`src/hdl/tspa_pkg.sv`:
```
// Shared constants and control bundles for the timed slot pool allocator.
package tspa_pkg;

  localparam int NUM_SLOTS_DEF = 64;

  localparam int LIFE_IN_W = 15;
  localparam int LIFE_W    = 16;
  localparam int IDX_OUT_W = 6;
  localparam int CNT_OUT_W = 7;

  localparam logic signed [LIFE_W-1:0] LIFE_MIN = 16'sh8000;

  localparam logic REQ_ALLOC = 1'b0;
  localparam logic REQ_TICK  = 1'b1;

  typedef struct packed {
    logic pop_rd;
    logic pop_commit;
    logic push;
  } free_ctl_t;

  typedef struct packed {
    logic pop_rd;
    logic push;
  } rel_ctl_t;

  typedef struct packed {
    logic alloc_we;
    logic walk_rd;
    logic walk_proc;
  } slot_ctl_t;

endpackage

```
`src/hdl/tspa_free_stack.sv`:
```
// Free slot stack: memory, top pointer and low-water mark for never-written entries.
module tspa_free_stack #(
  parameter int NUM_SLOTS = tspa_pkg::NUM_SLOTS_DEF
) (
  input  logic                           clk,
  input  logic                           rst_n,
  input  tspa_pkg::free_ctl_t            ctl,
  input  logic [$clog2(NUM_SLOTS)-1:0]   push_idx,
  output logic [$clog2(NUM_SLOTS+1)-1:0] top,
  output logic [$clog2(NUM_SLOTS+1)-1:0] lwm,
  output logic [$clog2(NUM_SLOTS)-1:0]   pop_idx
);
  import tspa_pkg::*;

  localparam int IDX_W = $clog2(NUM_SLOTS);
  localparam int CNT_W = $clog2(NUM_SLOTS + 1);
  localparam logic [CNT_W-1:0] FULL = CNT_W'(NUM_SLOTS);

  logic [IDX_W-1:0] mem [NUM_SLOTS];
  logic [IDX_W-1:0] rdata_r;
  logic [CNT_W-1:0] pos_r;
  logic             orig_r;
  logic [CNT_W-1:0] top_r, top_nxt;
  logic [CNT_W-1:0] lwm_r, lwm_nxt;
  logic [CNT_W-1:0] pop_pos;
  logic             push_ok;

  // entries below the lowest top ever reached were never written; a pop there returns its own position
  assign pop_pos = top_r - CNT_W'(1);
  assign push_ok = ctl.push && (top_r < FULL);

  always_ff @(posedge clk) begin
    if (ctl.pop_rd) begin
      rdata_r <= mem[pop_pos[IDX_W-1:0]];
      pos_r   <= pop_pos;
      orig_r  <= (pop_pos < lwm_r);
    end
    if (push_ok) begin
      mem[top_r[IDX_W-1:0]] <= push_idx;
    end
  end

  always_comb begin
    top_nxt = top_r;
    lwm_nxt = lwm_r;
    if (ctl.pop_commit) begin
      top_nxt = top_r - CNT_W'(1);
      if (orig_r) begin
        lwm_nxt = pos_r;
      end
    end else if (push_ok) begin
      top_nxt = top_r + CNT_W'(1);
    end
  end

  always_ff @(posedge clk) begin
    if (!rst_n) begin
      top_r <= FULL;
      lwm_r <= FULL;
    end else begin
      top_r <= top_nxt;
      lwm_r <= lwm_nxt;
    end
  end

  assign top     = top_r;
  assign lwm     = lwm_r;
  assign pop_idx = orig_r ? pos_r[IDX_W-1:0] : rdata_r;

endmodule

```
`src/hdl/tspa_release_stack.sv`:
```
// Pending-release stack: memory and top pointer.
module tspa_release_stack #(
  parameter int NUM_SLOTS = tspa_pkg::NUM_SLOTS_DEF
) (
  input  logic                           clk,
  input  logic                           rst_n,
  input  tspa_pkg::rel_ctl_t             ctl,
  input  logic [$clog2(NUM_SLOTS)-1:0]   push_idx,
  output logic [$clog2(NUM_SLOTS+1)-1:0] top,
  output logic [$clog2(NUM_SLOTS)-1:0]   rdata
);
  import tspa_pkg::*;

  localparam int IDX_W = $clog2(NUM_SLOTS);
  localparam int CNT_W = $clog2(NUM_SLOTS + 1);
  localparam logic [CNT_W-1:0] FULL = CNT_W'(NUM_SLOTS);

  logic [IDX_W-1:0] mem [NUM_SLOTS];
  logic [IDX_W-1:0] rdata_r;
  logic [CNT_W-1:0] top_r, top_nxt;
  logic [CNT_W-1:0] pop_pos;
  logic             push_ok;

  assign pop_pos = top_r - CNT_W'(1);
  assign push_ok = ctl.push && (top_r < FULL);

  always_ff @(posedge clk) begin
    if (ctl.pop_rd) begin
      rdata_r <= mem[pop_pos[IDX_W-1:0]];
    end
    if (push_ok) begin
      mem[top_r[IDX_W-1:0]] <= push_idx;
    end
  end

  always_comb begin
    top_nxt = top_r;
    if (ctl.pop_rd) begin
      top_nxt = pop_pos;
    end else if (push_ok) begin
      top_nxt = top_r + CNT_W'(1);
    end
  end

  always_ff @(posedge clk) begin
    if (!rst_n) begin
      top_r <= '0;
    end else begin
      top_r <= top_nxt;
    end
  end

  assign top   = top_r;
  assign rdata = rdata_r;

endmodule

```
`src/hdl/tspa_slot_table.sv`:
```
// Slot table: active flag and lifetime per slot, load on allocate, age on tick walk.
module tspa_slot_table #(
  parameter int NUM_SLOTS = tspa_pkg::NUM_SLOTS_DEF
) (
  input  logic                              clk,
  input  tspa_pkg::slot_ctl_t               ctl,
  input  logic [$clog2(NUM_SLOTS)-1:0]      alloc_idx,
  input  logic [tspa_pkg::LIFE_IN_W-1:0]    alloc_life,
  input  logic [$clog2(NUM_SLOTS)-1:0]      walk_addr,
  input  logic [$clog2(NUM_SLOTS+1)-1:0]    lwm,
  output logic                              expire,
  output logic [$clog2(NUM_SLOTS)-1:0]      proc_idx
);
  import tspa_pkg::*;

  localparam int IDX_W = $clog2(NUM_SLOTS);
  localparam int CNT_W = $clog2(NUM_SLOTS + 1);

  typedef struct packed {
    logic                     act;
    logic signed [LIFE_W-1:0] life;
  } slot_ent_t;

  slot_ent_t        mem [NUM_SLOTS];
  slot_ent_t        rd_r;
  logic [IDX_W-1:0] idx_r;
  slot_ent_t        wd;
  logic [IDX_W-1:0] wa;
  logic             we;
  logic             act;

  // slots below the free-stack low-water mark were never allocated
  assign act    = rd_r.act && (CNT_W'(idx_r) >= lwm);
  assign expire = ctl.walk_proc && act && rd_r.life[LIFE_W-1];

  always_comb begin
    we = 1'b0;
    wa = alloc_idx;
    wd.act  = 1'b1;
    wd.life = LIFE_W'({1'b0, alloc_life});
    if (ctl.alloc_we) begin
      we = 1'b1;
    end else if (ctl.walk_proc && act) begin
      we      = 1'b1;
      wa      = idx_r;
      wd.act  = ~rd_r.life[LIFE_W-1];
      wd.life = (rd_r.life == LIFE_MIN) ? rd_r.life : rd_r.life - 16'sd1;
    end
  end

  always_ff @(posedge clk) begin
    if (ctl.walk_rd) begin
      rd_r  <= mem[walk_addr];
      idx_r <= walk_addr;
    end
    if (we) begin
      mem[wa] <= wd;
    end
  end

  assign proc_idx = idx_r;

endmodule

```
`src/hdl/timed_slot_pool_allocator_top.sv`:
```
// Top level of the timed slot pool allocator: command sequencer and result register.
//
//  channel  | ports                                   | transfer
//  ---------+-----------------------------------------+------------------------------
//  input    | in_req_type, in_lifetime_frames         | start high while busy low
//  result   | out_granted, out_slot_index,            | out_strobe high, one cycle,
//           | out_expired_count, out_free_count       | no backpressure
//
//  Allocate: free-stack read in the transfer cycle, then slot-table write in ST_ALLOC;
//  the result is registered from ST_ALLOC; the next command may transfer as it strobes.
//  Tick: release-stack drain of the slots pending release, then slot-table walk over
//  all NUM_SLOTS entries, one entry per cycle; the result strobes after the walk.
//  Reset: synchronous, rst_n low; no clearing pass, the block is ready right after.
//  The receiver cannot stall; results are never held back.
module timed_slot_pool_allocator_top #(
  parameter int NUM_SLOTS = tspa_pkg::NUM_SLOTS_DEF
) (
  input  logic                             clk,
  input  logic                             rst_n,
  input  logic                             start,
  output logic                             busy,
  input  logic                             in_req_type,
  input  logic [tspa_pkg::LIFE_IN_W-1:0]   in_lifetime_frames,
  output logic                             out_strobe,
  output logic                             out_granted,
  output logic [tspa_pkg::IDX_OUT_W-1:0]   out_slot_index,
  output logic [tspa_pkg::CNT_OUT_W-1:0]   out_expired_count,
  output logic [tspa_pkg::CNT_OUT_W-1:0]   out_free_count
);
  import tspa_pkg::*;

  localparam int IDX_W = $clog2(NUM_SLOTS);
  localparam int CNT_W = $clog2(NUM_SLOTS + 1);
  localparam logic [CNT_W-1:0] FULL = CNT_W'(NUM_SLOTS);

  localparam logic [1:0] ST_IDLE  = 2'd0;
  localparam logic [1:0] ST_ALLOC = 2'd1;
  localparam logic [1:0] ST_DRAIN = 2'd2;
  localparam logic [1:0] ST_WALK  = 2'd3;

  logic [1:0]           state_r, state_nxt;
  logic                 hit_r, hit_nxt;
  logic [LIFE_IN_W-1:0] life_r, life_nxt;
  logic [CNT_W-1:0]     walk_addr_r, walk_addr_nxt;
  logic                 walk_v_r, walk_v_nxt;
  logic                 drain_v_r, drain_v_nxt;
  logic [CNT_W-1:0]     expired_r, expired_nxt;

  logic                 out_strobe_r, out_strobe_nxt;
  logic                 out_granted_r, out_granted_nxt;
  logic [IDX_OUT_W-1:0] out_slot_index_r, out_slot_index_nxt;
  logic [CNT_OUT_W-1:0] out_expired_count_r, out_expired_count_nxt;
  logic [CNT_OUT_W-1:0] out_free_count_r, out_free_count_nxt;

  free_ctl_t        free_ctl;
  rel_ctl_t         rel_ctl;
  slot_ctl_t        slot_ctl;
  logic [CNT_W-1:0] free_top, free_lwm, rel_top;
  logic [IDX_W-1:0] pop_idx, rel_rdata, proc_idx;
  logic             expire;
  logic             accept;

  assign accept = start && (state_r == ST_IDLE);

  tspa_free_stack #(.NUM_SLOTS(NUM_SLOTS)) u_free (
    .clk      (clk),
    .rst_n    (rst_n),
    .ctl      (free_ctl),
    .push_idx (rel_rdata),
    .top      (free_top),
    .lwm      (free_lwm),
    .pop_idx  (pop_idx)
  );

  tspa_release_stack #(.NUM_SLOTS(NUM_SLOTS)) u_rel (
    .clk      (clk),
    .rst_n    (rst_n),
    .ctl      (rel_ctl),
    .push_idx (proc_idx),
    .top      (rel_top),
    .rdata    (rel_rdata)
  );

  tspa_slot_table #(.NUM_SLOTS(NUM_SLOTS)) u_slots (
    .clk        (clk),
    .ctl        (slot_ctl),
    .alloc_idx  (pop_idx),
    .alloc_life (life_r),
    .walk_addr  (walk_addr_r[IDX_W-1:0]),
    .lwm        (free_lwm),
    .expire     (expire),
    .proc_idx   (proc_idx)
  );

  always_comb begin
    state_nxt     = state_r;
    hit_nxt       = hit_r;
    life_nxt      = life_r;
    walk_addr_nxt = walk_addr_r;
    walk_v_nxt    = 1'b0;
    drain_v_nxt   = 1'b0;
    expired_nxt   = expired_r + CNT_W'(expire);

    out_strobe_nxt        = 1'b0;
    out_granted_nxt       = 1'b0;
    out_slot_index_nxt    = '0;
    out_expired_count_nxt = '0;
    out_free_count_nxt    = '0;

    free_ctl.pop_rd     = 1'b0;
    free_ctl.pop_commit = 1'b0;
    free_ctl.push       = drain_v_r;
    rel_ctl.pop_rd      = 1'b0;
    rel_ctl.push        = expire;
    slot_ctl.alloc_we   = 1'b0;
    slot_ctl.walk_rd    = 1'b0;
    slot_ctl.walk_proc  = walk_v_r;

    case (state_r)
      ST_IDLE: begin
        if (accept) begin
          if (in_req_type == REQ_ALLOC) begin
            hit_nxt         = (free_top != '0);
            free_ctl.pop_rd = (free_top != '0);
            life_nxt        = in_lifetime_frames;
            state_nxt       = ST_ALLOC;
          end else begin
            walk_addr_nxt = '0;
            expired_nxt   = '0;
            state_nxt     = ST_DRAIN;
          end
        end
      end
      ST_ALLOC: begin
        free_ctl.pop_commit = hit_r;
        slot_ctl.alloc_we   = hit_r;
        out_strobe_nxt      = 1'b1;
        out_granted_nxt     = hit_r;
        out_slot_index_nxt  = hit_r ? IDX_OUT_W'(pop_idx) : '0;
        out_free_count_nxt  = CNT_OUT_W'(hit_r ? free_top - CNT_W'(1) : free_top);
        state_nxt           = ST_IDLE;
      end
      ST_DRAIN: begin
        if (rel_top != '0) begin
          rel_ctl.pop_rd = 1'b1;
          drain_v_nxt    = 1'b1;
        end else begin
          state_nxt = ST_WALK;
        end
      end
      ST_WALK: begin
        if (walk_addr_r != FULL) begin
          slot_ctl.walk_rd = 1'b1;
          walk_v_nxt       = 1'b1;
          walk_addr_nxt    = walk_addr_r + CNT_W'(1);
        end else begin
          out_strobe_nxt        = 1'b1;
          out_expired_count_nxt = CNT_OUT_W'(expired_nxt);
          out_free_count_nxt    = CNT_OUT_W'(free_top);
          state_nxt             = ST_IDLE;
        end
      end
      default: begin
        state_nxt = ST_IDLE;
      end
    endcase
  end

  always_ff @(posedge clk) begin
    if (!rst_n) begin
      state_r      <= ST_IDLE;
      walk_v_r     <= 1'b0;
      drain_v_r    <= 1'b0;
      out_strobe_r <= 1'b0;
    end else begin
      state_r      <= state_nxt;
      walk_v_r     <= walk_v_nxt;
      drain_v_r    <= drain_v_nxt;
      out_strobe_r <= out_strobe_nxt;
    end
  end

  always_ff @(posedge clk) begin
    hit_r               <= hit_nxt;
    life_r              <= life_nxt;
    walk_addr_r         <= walk_addr_nxt;
    expired_r           <= expired_nxt;
    out_granted_r       <= out_granted_nxt;
    out_slot_index_r    <= out_slot_index_nxt;
    out_expired_count_r <= out_expired_count_nxt;
    out_free_count_r    <= out_free_count_nxt;
  end

  assign busy              = (state_r != ST_IDLE);
  assign out_strobe        = out_strobe_r;
  assign out_granted       = out_granted_r;
  assign out_slot_index    = out_slot_index_r;
  assign out_expired_count = out_expired_count_r;
  assign out_free_count    = out_free_count_r;

endmodule

```
`config.mk`:
```
export PLATFORM = sky130hd
export DESIGN_NAME = timed_slot_pool_allocator_top
export DESIGN_NICKNAME = d
export VERILOG_FILES = /design/src/hdl/tspa_pkg.sv /design/src/hdl/tspa_free_stack.sv /design/src/hdl/tspa_release_stack.sv /design/src/hdl/tspa_slot_table.sv /design/src/hdl/timed_slot_pool_allocator_top.sv
export SDC_FILE = /design/constraint.sdc
export NUM_CORES = 2
export LEC_CHECK = 0
export BUFFER_PORTS_ARGS = -buffer_cell sky130_fd_sc_hd__buf_2
export CAP_MARGIN = 20
export CORE_MARGIN = 1.5
export CORE_UTILIZATION = 60
export CTS_BUF_LIST = sky130_fd_sc_hd__clkbuf_2
export CTS_CLUSTER_DIAMETER = 50
export DETAILED_ROUTE_END_ITERATION = 6
export HOLD_SLACK_MARGIN = 0.15
export PLACE_DENSITY = 0.76
export SLEW_MARGIN = 10
export SYNTH_ARGS = -nofsm -noshare
export SYNTH_HDL_FRONTEND = slang
export SYNTH_SLANG_ARGS = --single-unit
```
`constraint.sdc`:
```
create_clock -name clk -period 6.7 [get_ports clk]
set_clock_uncertainty 0.05 [all_clocks]
set_input_delay 1.34 -clock clk [delete_from_list [all_inputs] [get_ports clk]]
set_output_delay 1.34 -clock clk [all_outputs]
set_load 0.1 [all_outputs]
```
==> results by stage <==
Floorplanning:
- The initial standard-cell utilization of the core is 60.6%.
- The floorplan die height is 363 µm.
- After floorplanning, the core was sized to cover ~130000 µm².
- The boundary pin count is 42.
- The floorplan has 131 rows.
- In this run the horizontal extent of the chip is approximately 360 µm.
- The die covers 132000 µm².

Synthesis:
- After synthesis, the mean cell area works out to 21.1 µm².
- The number of nets produced by synthesis is about 3700.
- After synthesis, the netlist uses 72 different library cells.
- During synthesis, Yosys emitted a total of 0 warnings.
- The post-synthesis sequential element count is 1976.
- After synthesis, flip-flops and latches occupy roughly three quarters of the total area.
- The most used flip-flop cell after synthesis is edfxtp_1.
- The share of flip-flops with an asynchronous set or reset after synthesis is 0%.
- The area of the mapped netlist is 77600 µm².
- The count of flip-flops with a built-in enable after synthesis is just under 2000.
- After technology mapping, the gate count stands at 3684.

Setup path:
- The launching point of the worst reg2reg path is state_r[1].
- The number of cells on the worst reg-to-reg path is 7.
- Across all register-to-register paths, the minimum setup slack is about 2.1 ns.
- Along the worst path, the maximum fanout reaches 22.
- The launching element type of the critical path is a flip-flop.
- The worst setup path category is flip-flop to flip-flop.
- The worst setup path is captured at a flip-flop.
- At the worst endpoint, the arrival time is 5.76 ns.
- The terminus of the critical flop-to-flop path is u_slots.mem[28][3].
- At the worst endpoint, the required time is between 7 and 8 ns.

CTS:
- No sink is reached through more buffers than the 4 on the longest clock path.
- The clock insertion delay at the later pin of the skew report is between 1.5 and 2 ns.
- In this run the post-CTS setup repair buffer count came out at 0.
- TritonCTS created about 470 clock buffers.
- After clock tree synthesis, the clock-pin slew on the worst setup and hold paths is roughly 0.12 ns.
- The clock tree from TritonCTS is built.
- CTS placed an instance of clkbuf_2 at the clock tree root.
- The number of H-tree levels is 5.
- For this design, the sink count on the clock tree is 1976.

Drt:
- The total wire length after detailed routing is roughly 180000 µm.
- The number of routed nets with antenna violations is 0.
- The detailed-route vias per instance is approximately 6.4.
- The mean routed wirelength per cell is around 29 µm.
- The total number of vias is approximately 40000.
- After the first detailed-routing iteration, the DRC count stood at 5326.
- For this run, design rule violations remaining after detail routing come to 0.
- The first TritonRoute pass finished after 6 iterations.

Global route:
- The first global-routing pass estimated around 260000 µm of wire.
- The global route total overflow is 0.
- The number of global-route vias before repair is roughly 40000.
- The initial antenna violation count is 8.
- Global routing used between 20% and 30% of the available tracks.
- Entering global routing, the biggest net connects 140 pins.

Final layout:
- The layout overhead on the synthesized area is 9.43%.
- Measured on the finished design, the core utilization comes to between 60% and 70%.
- The cell area after layout is approximately 85000 µm².
- The share of final-layout standard cells stronger than drive strength 1 is 33.7%.
- The final layout contains about 4200 nets.

Timing:
- The smallest clock period supported by the final layout is computed as around 4.6 ns.
- Setup violations remaining at the end of the flow were counted as 0.
- Setup repair after global routing left no endpoint under its margin.
- In the finished design, the share of the clock period the worst path needs comes to about 70%.
- The maximum clock frequency is 0.219 GHz.
- The total count of hold-check failures in the final report is 0.
- Setup total negative slack on the finished layout was measured at 0 ns.
- The number of pins with negative max-slew slack in the final report came to 0.
- For the pin with the worst max-slew slack, the measured transition is approximately 1.2 ns.
- In this run the tightest slew margin relative to its limit is 16.9%.

Worst hold path:
- The sink of the worst hold path is u_free.lwm[4].
- Counting instances, the worst hold path has a depth of 2.
- In this run the worst hold path is classified as flip-flop to flip-flop.
- The launch instance of the worst min-delay path is u_free.lwm[4].

Power and ir drop:
- The power after layout is 0.0226 W.
- Summed over all cells, the static leakage comes to ~27 nW.
- The worst IR drop on VDD is 187 µV.
- The total power per unit cell area is approximately 270 nW/µm².

Flow run:
- The max-capacitance violation count is 0.

Place:
- Detailed placement ended at an HPWL of between 100000 and 150000 µm.
- The number of buffers inserted by port buffering is between 40 and 50.
- The routability-driven placement congestion ratio is between 0.8 and 0.9.
- The placed cell area is 80200 µm².

Status:
- The flow ran to the end, and the final reports show no timing, DRC or antenna violations.
## critical path, cell delays in order (launching register included)
cell	delay, ns
dfxtp_1	0.49
nand3b_1	0.16
buf_4	0.28
clkinv_1	0.10
buf_4	0.21
nor2_2	0.53
nand4_1	0.97
a22oi_2	1.23
## layer usage
metal  track usage [%]  share of wire, %  vias to the layer above
met4              11.0               3.6                        6
li1                  -                 -                    16500
met1              39.4                38                    20400
met5                 0             0.067                        -
met3              7.34                11                      407
met2              40.9                47                     2399
## power by group
part | internal [W] | switching (W)
Clock | 0.00285 | 0.00459
Sequential | 0.0135 | 0.0000665
Combinational | 0.000594 | 0.000983
Total | 0.0170 | 0.00564
## cell families (layout without fill, tap and decap cells)
logic type	count (synthesis)	after routing	synth area share, %
DFF	1976	1976	75.8
muxes	586	586	16.4
and+or+nand+nor	578	578	3.42
AOI/OAI and AO/OA	255	255	2.19
buffers and inverters	230	1029	1.44
xor gates and xnor gates	37	37	0.427
adders and majority gates	22	22	0.355
other	0	9	0
## timing repair
item,in CTS,in global routing
hold endpoints to repair,64,0
hold buffers,36,0
resized for setup,0,0
setup endpoints to repair,0,0
## registers in the layout, indices dropped and copies added (netlist names), 15 cells and up
| register | cells |
|---|---|
| u_slots.mem | 1088 |
| u_free.mem | 384 |
| u_slots.rd_r | 17 |
| life_r | 15 |
| u_rel.mem | 384 |
## final cells by class
type / instances / area (µm²)
Multi-Input combinational cell: 1478 / 18100
Antenna cell: 9 / 22.5
Clock inverter: 137 / 642
Clock buffer: 680 / 3400
Timing Repair Buffer: 180 / 1630
Tap cell: 1729 / 2160
Inverter: 32 / 120
Fill cell: 8184 / 43100
Sequential cell: 1976 / 58800
## layout by cell type (no fill, tap or decap), types with 28 or more instances in the layout
master / count
dlygate4sd3_1: 36
a22oi_2: 33
mux2i_1: 28
clkbuf_2: 680
edfxtp_1: 1922
buf_4: 72
nor2_1: 202
nand3_1: 58
nand2_1: 182
inv_1: 29
clkinv_1: 115
a22oi_1: 45
dfxtp_1: 52
buf_2: 42
o21ai_0: 37
mux4_2: 548
## metrics by stage
step                setup WS [ns]  cells  hold slack, ns
floorplan                   0.877   3684           0.374
global placement             2.52   5334           0.401
detailed placement           2.32   5344           0.407
CTS                          2.15   6197           0.373
global route                 1.96   6219           0.445
finish                       2.14   6221           0.421
## worst max path at each step
| stage | from | end | slack (ns) |
|---|---|---|---|
| after detailed placement | state_r[1] | u_slots.mem[60][9] | 2.32 |
| after CTS | state_r[1] | busy | 2.15 |
| after floorplan | u_slots.proc_idx[0] | u_slots.mem[0][10] | 0.88 |
| final | state_r[1] | u_slots.mem[28][3] | 2.14 |
| after global placement | u_rel.top[0] | u_rel.rdata[2] | 2.52 |
| after global routing | state_r[1] | u_slots.mem[28][3] | 1.96 |
## synthesized netlist by cell type, drive strengths merged, types with 7 or more instances
| cell | n | area [µm²] |
|---|---|---|
| a21boi | 11 | 82.6 |
| a21oi | 42 | 210 |
| a22oi | 78 | 586 |
| a31oi | 12 | 75.1 |
| a32oi | 8 | 70.1 |
| and2 | 11 | 68.8 |
| and3 | 16 | 100 |
| buf | 95 | 613 |
| clkbuf | 103 | 387 |
| dfxtp | 54 | 1080 |
| edfxtp | 1922 | 57700 |
| ha | 22 | 275 |
| inv | 30 | 113 |
| mux2 | 10 | 113 |
| mux2i | 28 | 280 |
| mux4 | 548 | 12300 |
| nand2 | 184 | 696 |
| nand2b | 15 | 93.8 |
| nand3 | 60 | 305 |
| nand3b | 7 | 52.6 |
| nand4 | 10 | 62.6 |
| nor2 | 206 | 776 |
| nor2b | 12 | 75.1 |
| nor3 | 16 | 108 |
| o21ai | 61 | 309 |
| or3 | 8 | 50.1 |
| or4 | 10 | 80.1 |
| xnor2 | 24 | 218 |
| xor2 | 13 | 114 |
Note: power is estimated with default switching activity, not from simulation.
